===== src/hw/rtl/bpc_pkg.sv =====
// shared types and constants of the binary pixel centroid unit
// no dependencies; used by bpc_accum, bpc_divider and binary_pixel_centroid_unit

package bpc_pkg;

   // payload and state widths
   localparam int PixelWidth    = 8;
   localparam int ColWidth      = 11;
   localparam int RowWidth      = 11;
   localparam int SumWidth      = 33;
   localparam int CountWidth    = 23;
   localparam int QuoWidth      = 11;
   localparam int RowWidthBits  = 12;
   localparam int DivCountWidth = $clog2(QuoWidth);

   // configuration port
   localparam int CsrAddrWidth = 3;
   localparam int CsrDataWidth = 32;

   // image size limits
   localparam int MaxWidth  = 2048;
   localparam int MaxHeight = 2048;
   localparam int ColLimit  = 2048;
   localparam int RowLimit  = 2048;

   localparam int WidthCap  = (MaxWidth > ColLimit) ? ColLimit : MaxWidth;
   localparam int WidthLim  = (WidthCap < 1) ? 1 : WidthCap;
   localparam int HeightCap = (MaxHeight > RowLimit) ? RowLimit : MaxHeight;
   localparam int HeightLim = (HeightCap < 1) ? 1 : HeightCap;

   localparam logic [RowWidthBits-1:0] WidthMax = RowWidthBits'(WidthLim);
   localparam logic [RowWidth-1:0]     LastRow  = RowWidth'(HeightLim - 1);

   // register reset values
   localparam logic [RowWidthBits-1:0] RowWidthReset   = 12'd640;
   localparam logic [PixelWidth-1:0]   MatchValueReset = 8'hff;

   // register indexes
   localparam logic RegRowWidth   = 1'b0;
   localparam logic RegMatchValue = 1'b1;

   typedef enum logic [2:0] {
      ST_ACCUM,
      ST_PREP,
      ST_DIV_X,
      ST_DIV_Y,
      ST_LOAD
   } state_type;

   typedef struct packed {
      logic step;     // pixel word accepted
      logic advance;  // move to the next pixel position
      logic clear;    // frame finished, clear sums and position
   } accum_ctrl_type;

endpackage


===== src/hw/rtl/binary_pixel_centroid_unit.sv =====
// top level of the binary pixel centroid unit: csr block, sequencer, output register
// depends on bpc_pkg, bpc_accum and bpc_divider

// Takes one 8-bit pixel word per clock in raster order and tracks column and
// row itself, wrapping the column at row_width (0 acts as 1, values above 2048
// act as 2048; the row saturates at 2047). Pixels equal to match_value add
// their position to running sums. The pixel word flagged frame_end is counted,
// then the unit stops taking words while one shared 11-step restoring divider
// computes the x and then the y centroid: a frame end word passes through its
// accept, a setup state, the x and y divisions and a load state, and the
// divisions are skipped when nothing matched. Every other pixel word is taken at
// one per clock. The result word waits in an output register, so pixel words
// keep flowing while it is held; a following frame end only waits for that
// register to drain.
// Registers: row_width at byte address 0, match_value at byte address 4.

module binary_pixel_centroid_unit (
   input  logic                                clock,
   input  logic                                reset,
   // pixel words
   input  logic                                req_valid,
   output logic                                req_ready,
   input  logic [bpc_pkg::PixelWidth-1:0]      req_pixel,
   input  logic                                req_frame_end,
   // result words
   output logic                                rsp_valid,
   input  logic                                rsp_ready,
   output logic [bpc_pkg::QuoWidth-1:0]        rsp_centroid_x,
   output logic [bpc_pkg::QuoWidth-1:0]        rsp_centroid_y,
   output logic [bpc_pkg::CountWidth-1:0]      rsp_match_count,
   output logic                                rsp_no_match,
   // register port
   input  logic                                csr_psel,
   input  logic                                csr_penable,
   input  logic                                csr_pwrite,
   input  logic [bpc_pkg::CsrAddrWidth-1:0]    csr_paddr,
   input  logic [bpc_pkg::CsrDataWidth-1:0]    csr_pwdata,
   output logic [bpc_pkg::CsrDataWidth-1:0]    csr_prdata,
   output logic                                csr_pready
);

   // configuration registers
   logic [bpc_pkg::RowWidthBits-1:0] row_width_ff, row_width_in;
   logic [bpc_pkg::PixelWidth-1:0]   match_value_ff, match_value_in;
   logic                             csr_write;
   logic                             csr_index;

   // sequencer
   bpc_pkg::state_type               state_ff, state_in;
   bpc_pkg::accum_ctrl_type          accum_ctrl;
   logic                             req_accept;

   // accumulator outputs
   logic [bpc_pkg::SumWidth-1:0]     sum_columns;
   logic [bpc_pkg::SumWidth-1:0]     sum_rows;
   logic [bpc_pkg::CountWidth-1:0]   hit_count;

   // shared divider
   logic                             div_start;
   logic                             div_sel_y;
   logic [bpc_pkg::SumWidth-1:0]     div_dividend;
   logic                             div_done;
   logic [bpc_pkg::QuoWidth-1:0]     div_quotient;

   // centroid holding and output registers
   logic [bpc_pkg::QuoWidth-1:0]     cx_ff, cx_in;
   logic [bpc_pkg::QuoWidth-1:0]     cy_ff, cy_in;
   logic                             rsp_valid_ff, rsp_valid_in;
   logic [bpc_pkg::QuoWidth-1:0]     rsp_cx_ff, rsp_cx_in;
   logic [bpc_pkg::QuoWidth-1:0]     rsp_cy_ff, rsp_cy_in;
   logic [bpc_pkg::CountWidth-1:0]   rsp_count_ff, rsp_count_in;
   logic                             rsp_none_ff, rsp_none_in;
   logic                             load;

   // register port, always ready
   assign csr_pready = 1'b1;
   assign csr_write  = csr_psel && csr_penable && csr_pwrite;
   assign csr_index  = csr_paddr[2];

   always_comb begin
      row_width_in   = row_width_ff;
      match_value_in = match_value_ff;
      if (csr_write) begin
         case (csr_index)
            bpc_pkg::RegRowWidth: begin
               row_width_in = csr_pwdata[bpc_pkg::RowWidthBits-1:0];
            end
            bpc_pkg::RegMatchValue: begin
               match_value_in = csr_pwdata[bpc_pkg::PixelWidth-1:0];
            end
            default: begin
               row_width_in = row_width_ff;
            end
         endcase
      end
   end

   always_comb begin
      case (csr_index)
         bpc_pkg::RegRowWidth: begin
            csr_prdata = bpc_pkg::CsrDataWidth'(row_width_ff);
         end
         bpc_pkg::RegMatchValue: begin
            csr_prdata = bpc_pkg::CsrDataWidth'(match_value_ff);
         end
         default: begin
            csr_prdata = '0;
         end
      endcase
   end

   always_ff @(posedge clock) begin
      if (reset) begin
         row_width_ff   <= bpc_pkg::RowWidthReset;
         match_value_ff <= bpc_pkg::MatchValueReset;
      end else begin
         row_width_ff   <= row_width_in;
         match_value_ff <= match_value_in;
      end
   end

   // pixel words only while accumulating
   assign req_ready  = (state_ff == bpc_pkg::ST_ACCUM);
   assign req_accept = req_valid && req_ready;

   // output register frees when empty or being taken this cycle
   assign load = (state_ff == bpc_pkg::ST_LOAD) && (!rsp_valid_ff || rsp_ready);

   always_comb begin
      state_in           = state_ff;
      accum_ctrl.step    = req_accept;
      accum_ctrl.advance = req_accept && !req_frame_end;
      accum_ctrl.clear   = load;
      div_start          = 1'b0;
      div_sel_y          = 1'b0;
      cx_in              = cx_ff;
      cy_in              = cy_ff;
      case (state_ff)
         bpc_pkg::ST_ACCUM: begin
            if (req_accept && req_frame_end) begin
               state_in = bpc_pkg::ST_PREP;
            end
         end
         bpc_pkg::ST_PREP: begin
            // empty frame: centroids are zero, no division
            if (hit_count == '0) begin
               cx_in    = '0;
               cy_in    = '0;
               state_in = bpc_pkg::ST_LOAD;
            end else begin
               div_start = 1'b1;
               state_in  = bpc_pkg::ST_DIV_X;
            end
         end
         bpc_pkg::ST_DIV_X: begin
            if (div_done) begin
               cx_in     = div_quotient;
               div_start = 1'b1;
               div_sel_y = 1'b1;
               state_in  = bpc_pkg::ST_DIV_Y;
            end
         end
         bpc_pkg::ST_DIV_Y: begin
            if (div_done) begin
               cy_in    = div_quotient;
               state_in = bpc_pkg::ST_LOAD;
            end
         end
         bpc_pkg::ST_LOAD: begin
            if (load) begin
               state_in = bpc_pkg::ST_ACCUM;
            end
         end
         default: begin
            state_in = bpc_pkg::ST_ACCUM;
         end
      endcase
   end

   always_ff @(posedge clock) begin
      if (reset) begin
         state_ff <= bpc_pkg::ST_ACCUM;
      end else begin
         state_ff <= state_in;
      end
      cx_ff <= cx_in;
      cy_ff <= cy_in;
   end

   assign div_dividend = div_sel_y ? sum_rows : sum_columns;

   bpc_accum u_accum (
      .clock       (clock),
      .reset       (reset),
      .ctrl        (accum_ctrl),
      .pixel       (req_pixel),
      .match_value (match_value_ff),
      .row_width   (row_width_ff),
      .sum_columns (sum_columns),
      .sum_rows    (sum_rows),
      .hit_count   (hit_count)
   );

   bpc_divider u_divider (
      .clock    (clock),
      .reset    (reset),
      .start    (div_start),
      .dividend (div_dividend),
      .divisor  (hit_count),
      .done     (div_done),
      .quotient (div_quotient)
   );

   // result word register
   always_comb begin
      rsp_valid_in = rsp_valid_ff && !rsp_ready;
      rsp_cx_in    = rsp_cx_ff;
      rsp_cy_in    = rsp_cy_ff;
      rsp_count_in = rsp_count_ff;
      rsp_none_in  = rsp_none_ff;
      if (load) begin
         rsp_valid_in = 1'b1;
         rsp_cx_in    = cx_ff;
         rsp_cy_in    = cy_ff;
         rsp_count_in = hit_count;
         rsp_none_in  = (hit_count == '0);
      end
   end

   always_ff @(posedge clock) begin
      if (reset) begin
         rsp_valid_ff <= 1'b0;
      end else begin
         rsp_valid_ff <= rsp_valid_in;
      end
      rsp_cx_ff    <= rsp_cx_in;
      rsp_cy_ff    <= rsp_cy_in;
      rsp_count_ff <= rsp_count_in;
      rsp_none_ff  <= rsp_none_in;
   end

   assign rsp_valid       = rsp_valid_ff;
   assign rsp_centroid_x  = rsp_cx_ff;
   assign rsp_centroid_y  = rsp_cy_ff;
   assign rsp_match_count = rsp_count_ff;
   assign rsp_no_match    = rsp_none_ff;

endmodule


===== src/hw/rtl/bpc_accum.sv =====
// pixel position tracking and running sums of matching pixels
// depends on bpc_pkg

module bpc_accum (
   input  logic                                 clock,
   input  logic                                 reset,
   input  bpc_pkg::accum_ctrl_type              ctrl,
   input  logic [bpc_pkg::PixelWidth-1:0]       pixel,
   input  logic [bpc_pkg::PixelWidth-1:0]       match_value,
   input  logic [bpc_pkg::RowWidthBits-1:0]     row_width,
   output logic [bpc_pkg::SumWidth-1:0]         sum_columns,
   output logic [bpc_pkg::SumWidth-1:0]         sum_rows,
   output logic [bpc_pkg::CountWidth-1:0]       hit_count
);

   logic [bpc_pkg::ColWidth-1:0]     column_ff, column_in;
   logic [bpc_pkg::RowWidth-1:0]     row_ff, row_in;
   logic [bpc_pkg::SumWidth-1:0]     sum_col_ff, sum_col_in;
   logic [bpc_pkg::SumWidth-1:0]     sum_row_ff, sum_row_in;
   logic [bpc_pkg::CountWidth-1:0]   count_ff, count_in;
   logic [bpc_pkg::RowWidthBits-1:0] width_eff;
   logic [bpc_pkg::RowWidthBits-1:0] column_next;
   logic                             hit;

   always_comb begin
      if (row_width == '0) begin
         width_eff = bpc_pkg::RowWidthBits'(1);
      end else if (row_width > bpc_pkg::WidthMax) begin
         width_eff = bpc_pkg::WidthMax;
      end else begin
         width_eff = row_width;
      end
   end

   assign column_next = {1'b0, column_ff} + bpc_pkg::RowWidthBits'(1);
   // count saturates at the top bit of the counter
   assign hit = ctrl.step && (pixel == match_value) && !count_ff[bpc_pkg::CountWidth-1];

   always_comb begin
      column_in  = column_ff;
      row_in     = row_ff;
      sum_col_in = sum_col_ff;
      sum_row_in = sum_row_ff;
      count_in   = count_ff;
      if (ctrl.clear) begin
         column_in  = '0;
         row_in     = '0;
         sum_col_in = '0;
         sum_row_in = '0;
         count_in   = '0;
      end else begin
         if (hit) begin
            sum_col_in = sum_col_ff + bpc_pkg::SumWidth'(column_ff);
            sum_row_in = sum_row_ff + bpc_pkg::SumWidth'(row_ff);
            count_in   = count_ff + bpc_pkg::CountWidth'(1);
         end
         if (ctrl.advance) begin
            if (column_next >= width_eff) begin
               column_in = '0;
               if (row_ff < bpc_pkg::LastRow) begin
                  row_in = row_ff + bpc_pkg::RowWidth'(1);
               end
            end else begin
               column_in = column_next[bpc_pkg::ColWidth-1:0];
            end
         end
      end
   end

   always_ff @(posedge clock) begin
      if (reset) begin
         column_ff  <= '0;
         row_ff     <= '0;
         sum_col_ff <= '0;
         sum_row_ff <= '0;
         count_ff   <= '0;
      end else begin
         column_ff  <= column_in;
         row_ff     <= row_in;
         sum_col_ff <= sum_col_in;
         sum_row_ff <= sum_row_in;
         count_ff   <= count_in;
      end
   end

   assign sum_columns = sum_col_ff;
   assign sum_rows    = sum_row_ff;
   assign hit_count   = count_ff;

endmodule


===== src/hw/rtl/bpc_divider.sv =====
// shared restoring divider, one quotient bit per cycle
// depends on bpc_pkg; the quotient is known to fit QuoWidth bits

module bpc_divider (
   input  logic                              clock,
   input  logic                              reset,
   input  logic                              start,
   input  logic [bpc_pkg::SumWidth-1:0]      dividend,
   input  logic [bpc_pkg::CountWidth-1:0]    divisor,
   output logic                              done,
   output logic [bpc_pkg::QuoWidth-1:0]      quotient
);

   localparam int RemWidth = bpc_pkg::CountWidth;
   localparam logic [bpc_pkg::DivCountWidth-1:0] LastStep =
      bpc_pkg::DivCountWidth'(bpc_pkg::QuoWidth - 1);

   logic [RemWidth-1:0]                rem_ff, rem_in;
   logic [bpc_pkg::QuoWidth-1:0]       quo_ff, quo_in;
   logic [bpc_pkg::DivCountWidth-1:0]  count_ff, count_in;
   logic [bpc_pkg::CountWidth-1:0]     divisor_ff, divisor_in;
   logic                               busy_ff, busy_in;
   logic                               done_ff, done_in;
   logic [RemWidth:0]                  trial;
   logic [RemWidth:0]                  diff;
   logic                               take;

   // partial remainder stays below the divisor, so one extra bit holds the trial
   assign trial = {rem_ff, quo_ff[bpc_pkg::QuoWidth-1]};
   assign diff  = trial - {1'b0, divisor_ff};
   assign take  = trial >= {1'b0, divisor_ff};

   always_comb begin
      rem_in     = rem_ff;
      quo_in     = quo_ff;
      count_in   = count_ff;
      divisor_in = divisor_ff;
      busy_in    = busy_ff;
      done_in    = 1'b0;
      if (start) begin
         // upper dividend bits are already below the divisor
         rem_in     = RemWidth'(dividend[bpc_pkg::SumWidth-1:bpc_pkg::QuoWidth]);
         quo_in     = dividend[bpc_pkg::QuoWidth-1:0];
         divisor_in = divisor;
         count_in   = '0;
         busy_in    = 1'b1;
      end else if (busy_ff) begin
         rem_in   = take ? diff[RemWidth-1:0] : trial[RemWidth-1:0];
         quo_in   = {quo_ff[bpc_pkg::QuoWidth-2:0], take};
         count_in = count_ff + bpc_pkg::DivCountWidth'(1);
         if (count_ff == LastStep) begin
            busy_in = 1'b0;
            done_in = 1'b1;
         end
      end
   end

   always_ff @(posedge clock) begin
      if (reset) begin
         busy_ff  <= 1'b0;
         done_ff  <= 1'b0;
         count_ff <= '0;
      end else begin
         busy_ff  <= busy_in;
         done_ff  <= done_in;
         count_ff <= count_in;
      end
      rem_ff     <= rem_in;
      quo_ff     <= quo_in;
      divisor_ff <= divisor_in;
   end

   assign done     = done_ff;
   assign quotient = quo_ff;

endmodule

===== config.mk =====
export PLATFORM = sky130hd
export DESIGN_NAME = binary_pixel_centroid_unit
export DESIGN_NICKNAME = d
export VERILOG_FILES = /design/src/hw/rtl/bpc_pkg.sv /design/src/hw/rtl/binary_pixel_centroid_unit.sv /design/src/hw/rtl/bpc_accum.sv /design/src/hw/rtl/bpc_divider.sv
export SDC_FILE = /design/constraint.sdc
export NUM_CORES = 1
export LEC_CHECK = 0
export BUFFER_PORTS_ARGS = -buffer_cell sky130_fd_sc_hd__buf_2
export CELL_PAD_IN_SITES_DETAIL_PLACEMENT = 2
export CELL_PAD_IN_SITES_GLOBAL_PLACEMENT = 2
export CORE_ASPECT_RATIO = 1.1
export CORE_MARGIN = 5
export CORE_UTILIZATION = 40
export DETAILED_ROUTE_END_ITERATION = 7
export GPL_ROUTABILITY_DRIVEN = 0
export GPL_TIMING_DRIVEN = 0
export PLACE_DENSITY = 0.85
export SYNTH_ARGS = -nofsm -noshare
export SYNTH_HDL_FRONTEND = slang
export SYNTH_SLANG_ARGS = --single-unit

===== constraint.sdc =====
create_clock -name clock -period 13 [get_ports clock]
set_clock_uncertainty 0.2 [all_clocks]
set_input_delay 0.65 -clock clock [delete_from_list [all_inputs] [get_ports clock]]
set_output_delay 0.65 -clock clock [all_outputs]
set_load 0.01 [all_outputs]

== After elaboration in Yosys (flattened, before gate mapping) ==
Index checks and enable logic that the tools add are counted.

* $add $sub $neg: 7
* Order comparisons: 4
* Equal/unequal tests: 11
* Muxes and demuxes: 29
* Bitwise gates (word level): 2
* Reductions and logical operators: 29

{| class="wikitable"
|+ Operators with widths
! cell !! number
|-
| adder 33 x 11 -> 33 bit || 2
|-
| one-hot mux 32 bit (2 select lines) || 1
|-
| 2-to-1 mux 11 bit || 5
|-
| 2-to-1 mux 22 bit || 2
|-
| one-hot mux 11 bit (2 select lines) || 2
|-
| 2-to-1 mux 33 bit || 1
|-
| >= comparator 24 x 23 -> 1 bit || 1
|-
| 2-to-1 mux 12 bit || 2
|-
| adder 23 x 1 -> 23 bit, second input constant || 1
|-
| logical NOT 23 bit || 1
|-
| 2-to-1 mux 23 bit || 1
|-
| subtractor 23 bit || 1
|-
| 2-to-1 mux 3 bit || 5
|-
| one-hot mux 3 bit (5 select lines) || 1
|-
| adder 11 x 1 -> 12 bit, second input constant || 1
|-
| >= comparator 12 bit || 1
|-
| > comparator 12 bit, second input constant || 1
|-
| logical NOT 12 bit || 1
|-
| adder 11 x 1 -> 11 bit, second input constant || 1
|-
| < comparator 11 bit, second input constant || 1
|-
| logical AND 1 bit || 9
|-
| AND reduction 3 bit || 3
|-
| equality test 8 bit || 1
|-
| 2-to-1 mux 1 bit || 8
|-
| other kinds (17) || 29
|}

* Register bits: 266
* Bits of input ports: 51
* Output and inout bits: 81
* Word-level logic and storage cells: 104

== Longest topological paths before layout ==
Gate-level depths: netlist of the first run.

* Depth after elaboration: 5
* Gate-level depth with buffers: 14
* Mapped depth without buffers: 14

== By module ==
From an unflattened synthesis of the first run, not the netlist that was laid out.

* Cell total of the unflattened synthesis: 1506
* Area total of the unflattened synthesis: 14804.2 µm²

{| class="wikitable"
|+ Modules (own cells, without submodules)
! module !! times used !! cells an instance !! area each (µm²) !! seq. area each (µm²)
|-
| bpc_accum || 1 || 814 || 6759.0 || 2222.1
|-
| binary_pixel_centroid_unit || 1 || 302 || 4031.4 || 2522.4
|-
| bpc_divider || 1 || 390 || 4013.8 || 1821.7
|}

== Least setup slack after synthesis of the first run ==
OpenSTA, ideal clock, no wires.

* Path type: input to register
* Start point: input rsp_ready
* End point: register u_accum.count_ff (netlist bit u_accum.hit_count[0])
* Library setup time: 128 ps
* Data arrival time: 3905 ps
* Data required time: 12672 ps
* Slack: 8767 ps
* Stages on the path: 7
* Buffers on the path: 3
* Cells stage by stage: nor2b_1 -> nor2_1 -> or2_2 -> clkbuf_1 -> clkbuf_1 -> buf_1 -> nor2_1

{| class="wikitable"
|+ RTL lines
! element !! RTL line !! source
|-
| start: declaration || binary_pixel_centroid_unit.sv:27 || <nowiki>input logic rsp_ready,</nowiki>
|-
| end signal: assignment || bpc_accum.sv:82 || <nowiki>count_ff <= count_in;</nowiki>
|-
| end: declaration || bpc_accum.sv:20 || <nowiki>logic [bpc_pkg::CountWidth-1:0] count_ff, count_in;</nowiki>
|}

== Final worst setup path of the first run ==
* Start point: register u_divider.quo_ff (netlist bit u_divider.quotient[10])
* End point: register u_divider.rem_ff[8] (data pin)

* Cells in the longest elaborated chain, start to end: 4
* Elaborated cells between the ends (all ways): 5
* Those cells by class: 1 x add/sub; 1 x order compare; 3 x mux

{| class="wikitable"
|+ RTL lines
! element !! RTL line !! source
|-
| start: declaration || bpc_divider.sv:19 || <nowiki>logic [bpc_pkg::QuoWidth-1:0] quo_ff, quo_in;</nowiki>
|-
| start signal: assignment || bpc_divider.sv:69 || <nowiki>quo_ff <= quo_in;</nowiki>
|-
| subtractor 23 bit or >= comparator 24 x 23 -> 1 bit (tied branches) || bpc_divider.sv:30, bpc_divider.sv:31 ||
|-
| 2-to-1 mux 23 bit * || bpc_divider.sv:48 || <nowiki>rem_in = take ? diff[RemWidth-1:0] : trial[RemWidth-1:0];</nowiki>
|-
| 2-to-1 mux 22 bit * || bpc_divider.sv:47 || <nowiki>end else if (busy_ff) begin</nowiki>
|-
| 2-to-1 mux 22 bit * || bpc_divider.sv:40 || <nowiki>if (start) begin</nowiki>
|-
| net u_divider.rem_in[8] || bpc_divider.sv:18 || <nowiki>logic [RemWidth-1:0] rem_ff, rem_in;</nowiki>
|-
| end signal: assignment || bpc_divider.sv:68 || <nowiki>rem_ff <= rem_in;</nowiki>
|-
| end: declaration || bpc_divider.sv:18 ||
|}

The timed path passes the listed nets; every way through them passes the cells marked *. The select of a mux whose other input is x is not followed.
A chain may end at the register's enable or synchronous reset.

==> metrics, run 1 <==
root buffer cell=clkbuf_16; global-route wire length before repair=roughly 81,000 um; post-synthesis sequential area ratio=0.4820; FF+latch count, synth=approximately 270; Via density=approximately 6; Internal=around 1.4 mW; Critical Path Most Common Cell=a21oi_1; largest net degree at the start of global routing=34; number of synthesized flops with an enable pin=around 120; multi-input logic area=~6600 um^2; CTS Sinks=266; Power per Cell Area=~120 nW/um^2; Tmin final=between 5000 and 6000 ps; finished layout cell area=~16,000 um^2; hold buffer count at cts=0; DRT Wirelength=~53,000 um; layout cells sized above 1=0.1199; syn avg cell area=around 9.4 um^2; highest clock rate=188.1 MHz; Worst EP arrival=about 5500 ps; DRT antenna net count=0; Slew HR=0.1901; dpl ws=between 8000 and 9000 ps; Post-Route Utilization=0.4702; share of the synthesized area in the top cell type=0.2733; Final Cycle Share=0.4089; Syn Inst Count=between 1,000 and 1,500; Synth warnings=0; Worst Path Required=between 10,000 and 15,000 ps; Worst Setup End Kind=flip-flop; I/O Pins=around 130; cell family contributing the most delay on the critical path=compound AO/OA/AOI/OAI gates; Setup Buffers After CTS=0; Startpoint Class=flip-flop; worst-margin pin slew=1210 ps; DIE HEIGHT=203.6 um; peak supply drop=~0.08 mV; # DRC=0; Comb pwr share=0.050; mux contribution to synthesized area=0.01561; fillers=3,622; htree depth=1; Post-Syn Area=approximately 14,000 um^2; Hold Path Stages=3; LEAKAGE=around 5.9 nW; vias in the first global route=~13,000; clk buf depth=3; critical path depth=12; CP max stage delay=between 700 and 800 ps; grt ovf=0; HPWL after DPL=between 30,000 and 40,000 um; cell taking the most area after synthesis=edfxtp_1; post_cts resized=0; CP cell instances=inv_1 -> ha_1 -> fa_1 -> nand2b_1 -> a21oi_1 -> o21ai_1 -> a2111oi_0 -> a2bb2oi_1 -> buf_2 -> clkbuf_1 -> o21ai_0 -> a21oi_1; core footprint=~33,000 um^2; num rows=70; Post-Synth XOR/XNOR Area=0.07072; Clk pin slew, worst setup/hold paths=around 60 ps; Sw Share=0.2331; initial antenna violation count=0; max_cap viols=0; buffers added on ports=between 80 and 90; Layout Area Growth over Synthesis=15.49%; Post-Synth Simple-Gate Area=0.2010; FF+latch area=roughly 6600 um^2; slack of the critical path=just under 8000 ps; largest family of logic cells by synthesized area=simple AND/OR/NAND/NOR gates; R2R cell count=12; Fin Setup TNS=0 ps; Reg power frac=0.476; Cell Area, Placed=~15,000 um^2; wire per inst=approximately 26 um; Clock Latency Late Sink=approximately 560 ps; via count=between 10,000 and 15,000; Clock Power Share=0.474; hold crit path type=in2reg; initial core utilization=0.4072; Slowest-stage cell, CP=a2bb2oi_1; Slew Limit Fails=0; Crit Path Class=reg2reg; Psw=approximately 0.44 mW; full die area=37,850 um^2; status=completed; Antenna Diode Count=0; DRC violation total after the first TritonRoute iteration=669; Final #Nets=1,711; Pre-antenna DRT Iters=6; crit path max fanout=10; setup violators final=0; async set-reset flop share out of synthesis=0; Buf+Inv Stages, Crit Path=3; Hold WS=between 100 and 150 ps; post-synthesis cell type count=63; Area contributors post-synth=edfxtp_1 27%, dfxtp_1 21%, ha_1 5.8%, nand2_1 5.2%, xnor2_1 4.6%; Post-synth top flop=dfxtp_1; post-synthesis adder-cell area fraction=0.06227; total CTS buffers=30; GRT Total Usage=0.2742; Hold Violations, Final=0; Compound-Gate Fraction of Synth Area=0.1244; CTS tree=built; die width=between 150 and 200 um; RSZ-0062 raised after global routing=false
## per-layer routing
metal	routed length, um	share of wire	up-vias	global-route usage
met5	0	0	-	0
met4	3164	0.060	0	0.1359
met3	1762	0.033	164	0.02515
met2	27950	0.53	336	0.5060
met1	19980	0.38	6152	0.3130
li1	-	-	5358	-
## cells in the mapped netlist, types with 21 or more instances
cell / number
and2_1: 25
nand3_1: 36
clkbuf_1: 41
nor2_1: 149
buf_4: 21
inv_1: 62
nand2_1: 189
xnor2_1: 72
a21oi_1: 115
o21ai_0: 61
dfxtp_1: 142
edfxtp_1: 124
or3_1: 30
xor2_1: 38
and3_1: 22
ha_1: 63
nor3_1: 30
## metrics by stage
step / total power, mW / cells
2_1_floorplan: 0.9602 / 1473
3_3_place_gp: 0.9948 / 1993
3_5_place_dp: 1.002 / 1994
4_1_cts: 1.888 / 2050
5_1_grt: 1.933 / 2050
6_report: 1.879 / 2050
## state kept, by name, indices dropped and copies added, names as in the netlist, 8 cells and up
signal / flops
match_value_ff: 8
row_width_ff: 12
u_accum.hit_count: 23
rsp_centroid_y: 11
u_accum.column_ff: 11
cy_ff: 11
u_accum.row_ff: 11
u_divider.rem_ff: 23
u_accum.sum_rows: 33
u_divider.divisor_ff: 23
cx_ff: 11
rsp_match_count: 23
rsp_centroid_x: 11
u_divider.quotient: 11
u_accum.sum_columns: 33
## tightest hold or removal path, cell delays in order
cell and delay, ps:
buf_2 80, nand2_1 40, nand3b_1 70
## final timing paths
| kind | endpoint | slack, ps | startpoint |
|---|---|---|---|
| worst min register to register | rsp_centroid_x[0] | 230 | cx_ff[0] |
| worst min-delay path | row_width_ff[9] | 110 | csr_pwdata[9] |
| worst max-delay path | u_divider.rem_ff[8] | 7680 | u_divider.quotient[10] |
| worst max register to register | u_divider.rem_ff[8] | 7680 | u_divider.quotient[10] |
## area by class of cell
class	instances	share of cell area
Buffer	71	0.02282
Clock buffer	42	0.05511
Clock inverter	14	0.009862
Inverter	62	0.01479
Multi-Input combinational cell	1074	0.4164
Sequential cell	266	0.4174
Tap cell	432	0.03436
Timing Repair Buffer	89	0.02927
## power by group through the flow
stage / combinational [mW] / sequential (mW) / clock, mW
CTS: 0.0944 / 0.894 / 0.899
global route: 0.101 / 0.894 / 0.937
finish: 0.0948 / 0.894 / 0.890
detailed placement: 0.0903 / 0.912 / 0
global placement: 0.0846 / 0.910 / 0
floorplan: 0.0498 / 0.910 / 0
## kinds of logic after synthesis
logic type	Yosys count
AOI/OAI and AO/OA	283
xor gates and xnor gates	110
adders and majority gates	66
buffers and inverters	133
DFF	266
muxes	20
other	2
and+or+nand+nor	574
## cells in the final DEF, fill, tap and decap left out, drive strengths merged, types with 37 or more instances in the layout
master | synthesis | layout
a21oi | 115 | 115
nand2 | 189 | 189
clkbuf | 41 | 83
o21ai | 63 | 63
xnor2 | 72 | 72
dfxtp | 142 | 142
ha | 63 | 63
nand3 | 37 | 37
edfxtp | 124 | 124
buf | 30 | 119
nor2 | 152 | 152
xor2 | 38 | 38
inv | 62 | 64
Power figures use the tool's default switching activity.
==> run 2, diff against run 1 <==
--- a/config.mk
+++ b/config.mk
@@ -10,11 +10,11 @@
 export CELL_PAD_IN_SITES_GLOBAL_PLACEMENT = 2
 export CORE_ASPECT_RATIO = 1.1
 export CORE_MARGIN = 5
-export CORE_UTILIZATION = 40
+export CORE_UTILIZATION = 34
 export DETAILED_ROUTE_END_ITERATION = 7
 export GPL_ROUTABILITY_DRIVEN = 0
 export GPL_TIMING_DRIVEN = 0
-export PLACE_DENSITY = 0.85
+export PLACE_DENSITY = 0.77
 export SYNTH_ARGS = -nofsm -noshare
 export SYNTH_HDL_FRONTEND = slang
 export SYNTH_SLANG_ARGS = --single-unit
==> constraint.sdc (replaced) <==
create_clock -name clock -period 4.5 [get_ports clock]
set_clock_uncertainty 0.2 [all_clocks]
set_input_delay 0.225 -clock clock [delete_from_list [all_inputs] [get_ports clock]]
set_output_delay 0.225 -clock clock [all_outputs]
set_load 0.01 [all_outputs]
==> metrics, run 2 (synthesis results as in run 1) <==
GR Util met1=0.2313 (-0.08171); DRT antenna net count=0 (unchanged); die width=200.9 um (+8.0%); Tmin final=4223 ps (-1094 ps); commonest non-fill, non-tap cell in the layout=nand2_1; DRT Wirelength=45,700 um (-14%); total chip power=5.464 mW (+190%); RSZ-0062 raised after global routing=false; hold crit path type=in2reg; LEAKAGE=5.981 nW (+1.9%); Power per Cell Area=339.6 nW/um^2 (+180%); initial antenna violation count=0 (unchanged); Slew HR=0.2556 (+0.06554); Clk pin slew, worst setup/hold paths=60 ps (about the same); R2R cell count=12 (unchanged); Worst Path Required=4610 ps (-8590 ps); Clock Latency Late Sink=570 ps (about the same); vias in the first global route=12,716 (-4.8%); Crit Path Class=reg2reg; Startpoint Class=flip-flop; DIE HEIGHT=219.9 um (+8.0%); htree depth=1 (unchanged); Worst Setup SP=u_divider.quotient[10]; Final #Nets=1,730 (+1.1%); I/O Pins=132 (unchanged); initial core utilization=0.3416 (-0.06563); Antenna Diode Count=0 (unchanged); crit path max fanout=10 (unchanged); Hold Violations, Final=0 (unchanged); Via density=5.350 (-8.7%); max_cap viols=0 (unchanged); CTS tree=built; Cell Area, Placed=14,840 um^2 (+0.87%); met2 usage=0.3936 (-0.1124); CTS Sinks=266 (unchanged); via count=11,502 (-4.2%); clk buf depth=3 (unchanged); finished layout cell area=16,090 um^2 (+2.3%); DRC violation total after the first TritonRoute iteration=445 (-33%); total CTS buffers=30 (unchanged); status=completed; most frequent cells in the layout=189 x nand2_1, 148 x nor2_1, 142 x dfxtp_1, 124 x edfxtp_1, 115 x a21oi_1; num rows=77 (+10%); Final Cycle Share=0.9383 (+0.5294); Hold Path Stages=5 (+2); setup violators final=0 (unchanged); GRT Total Usage=0.2020 (-0.07217); core footprint=39,890 um^2 (+19%); reg2reg start=u_divider.quotient[10]; Worst EP arrival=4340 ps (-1180 ps); Hold WS=54.65 ps (-51.04 ps); Hold Path Origin=csr_penable; full die area=44,180 um^2 (+17%); Layout Area Growth over Synthesis=18.08%; M3 GR Usage=0.01943 (-0.005726); worst-margin pin slew=1112 ps (-97.95 ps); layout cells sized above 1=0.1191 (-0.0007808); wire per inst=21.25 um (-18%); grt ovf=0 (unchanged); Post-Route Utilization=0.4033 (-0.06691); global-route wire length before repair=71,590 um (-12%); root buffer cell=clkbuf_16; peak supply drop=0.2666 mV (+240%); HPWL after DPL=33,980 um (-4.1%); buffers added on ports=88 (unchanged); Pre-antenna DRT Iters=4 (-2); # DRC=0 (unchanged); highest clock rate=236.8 MHz (+26%); Slew Limit Fails=0 (unchanged); Worst Setup End Kind=flip-flop; largest net degree at the start of global routing=33 (-2.9%); most used routing layer=met2
[run 2: worst paths after layout]
path,to,slack (ps)
worst max-delay path,u_divider.rem_ff[10],280
worst min-delay path,match_value_ff[1],50
worst max register to register,u_divider.rem_ff[10],280
worst min register to register,rsp_centroid_x[2],220
[run 2: what timing repair did]
action / CTS / global route
buffers inserted: 0 / 0
setup endpoints to repair: 22 / 7
hold buffers: 18 / 0
resized for setup: 4 / 3
endpoints found under the hold margin: 30 / 0
[run 2: power breakdown]
group	internal [mW]	switching, mW
registers	2.56	0.0228
clock network	1.57	1.04
logic	0.0996	0.174
total	4.23	1.24
[run 2: per-layer routing]
layer / vias to the layer above / part of all wire
li1: 5407 / -
met1: 5851 / 0.40
met2: 155 / 0.54
met3: 89 / 0.024
met4: 0 / 0.033
met5: - / 0
[run 2: layout make-up]
class	instances	area, um^2
Tap cell	513	641.9
Clock inverter	15	180.2
Inverter	62	232.7
Sequential cell	266	6566
Timing Repair Buffer	108	668.1
Multi-Input combinational cell	1074	6571
Clock buffer	41	864.6
Buffer	71	361.6
Fill cell	4430	23800
[run 2: per-stage QoR]
stage	cells	setup slack (ps)	setup TNS, ps
final	2150	277.5	0
after global routing	2150	8.076	0
after CTS	2150	57.45	0
after detailed placement	2076	-350.2	-4249
after global placement	2074	-1758	-147970
after floorplan	1473	316.5	0
[run 2: critical path, cell delays in order, from the launching register on]
cell	delay, ps
edfxtp_1	380
inv_1	140
ha_1	260
fa_1	410
nand2b_1	190
a21oi_1	310
o21ai_1	210
a2111oi_2	460
a2bb2oi_2	460
buf_2	340
mux2i_1	280
a21oi_1	100
a21o_1	220
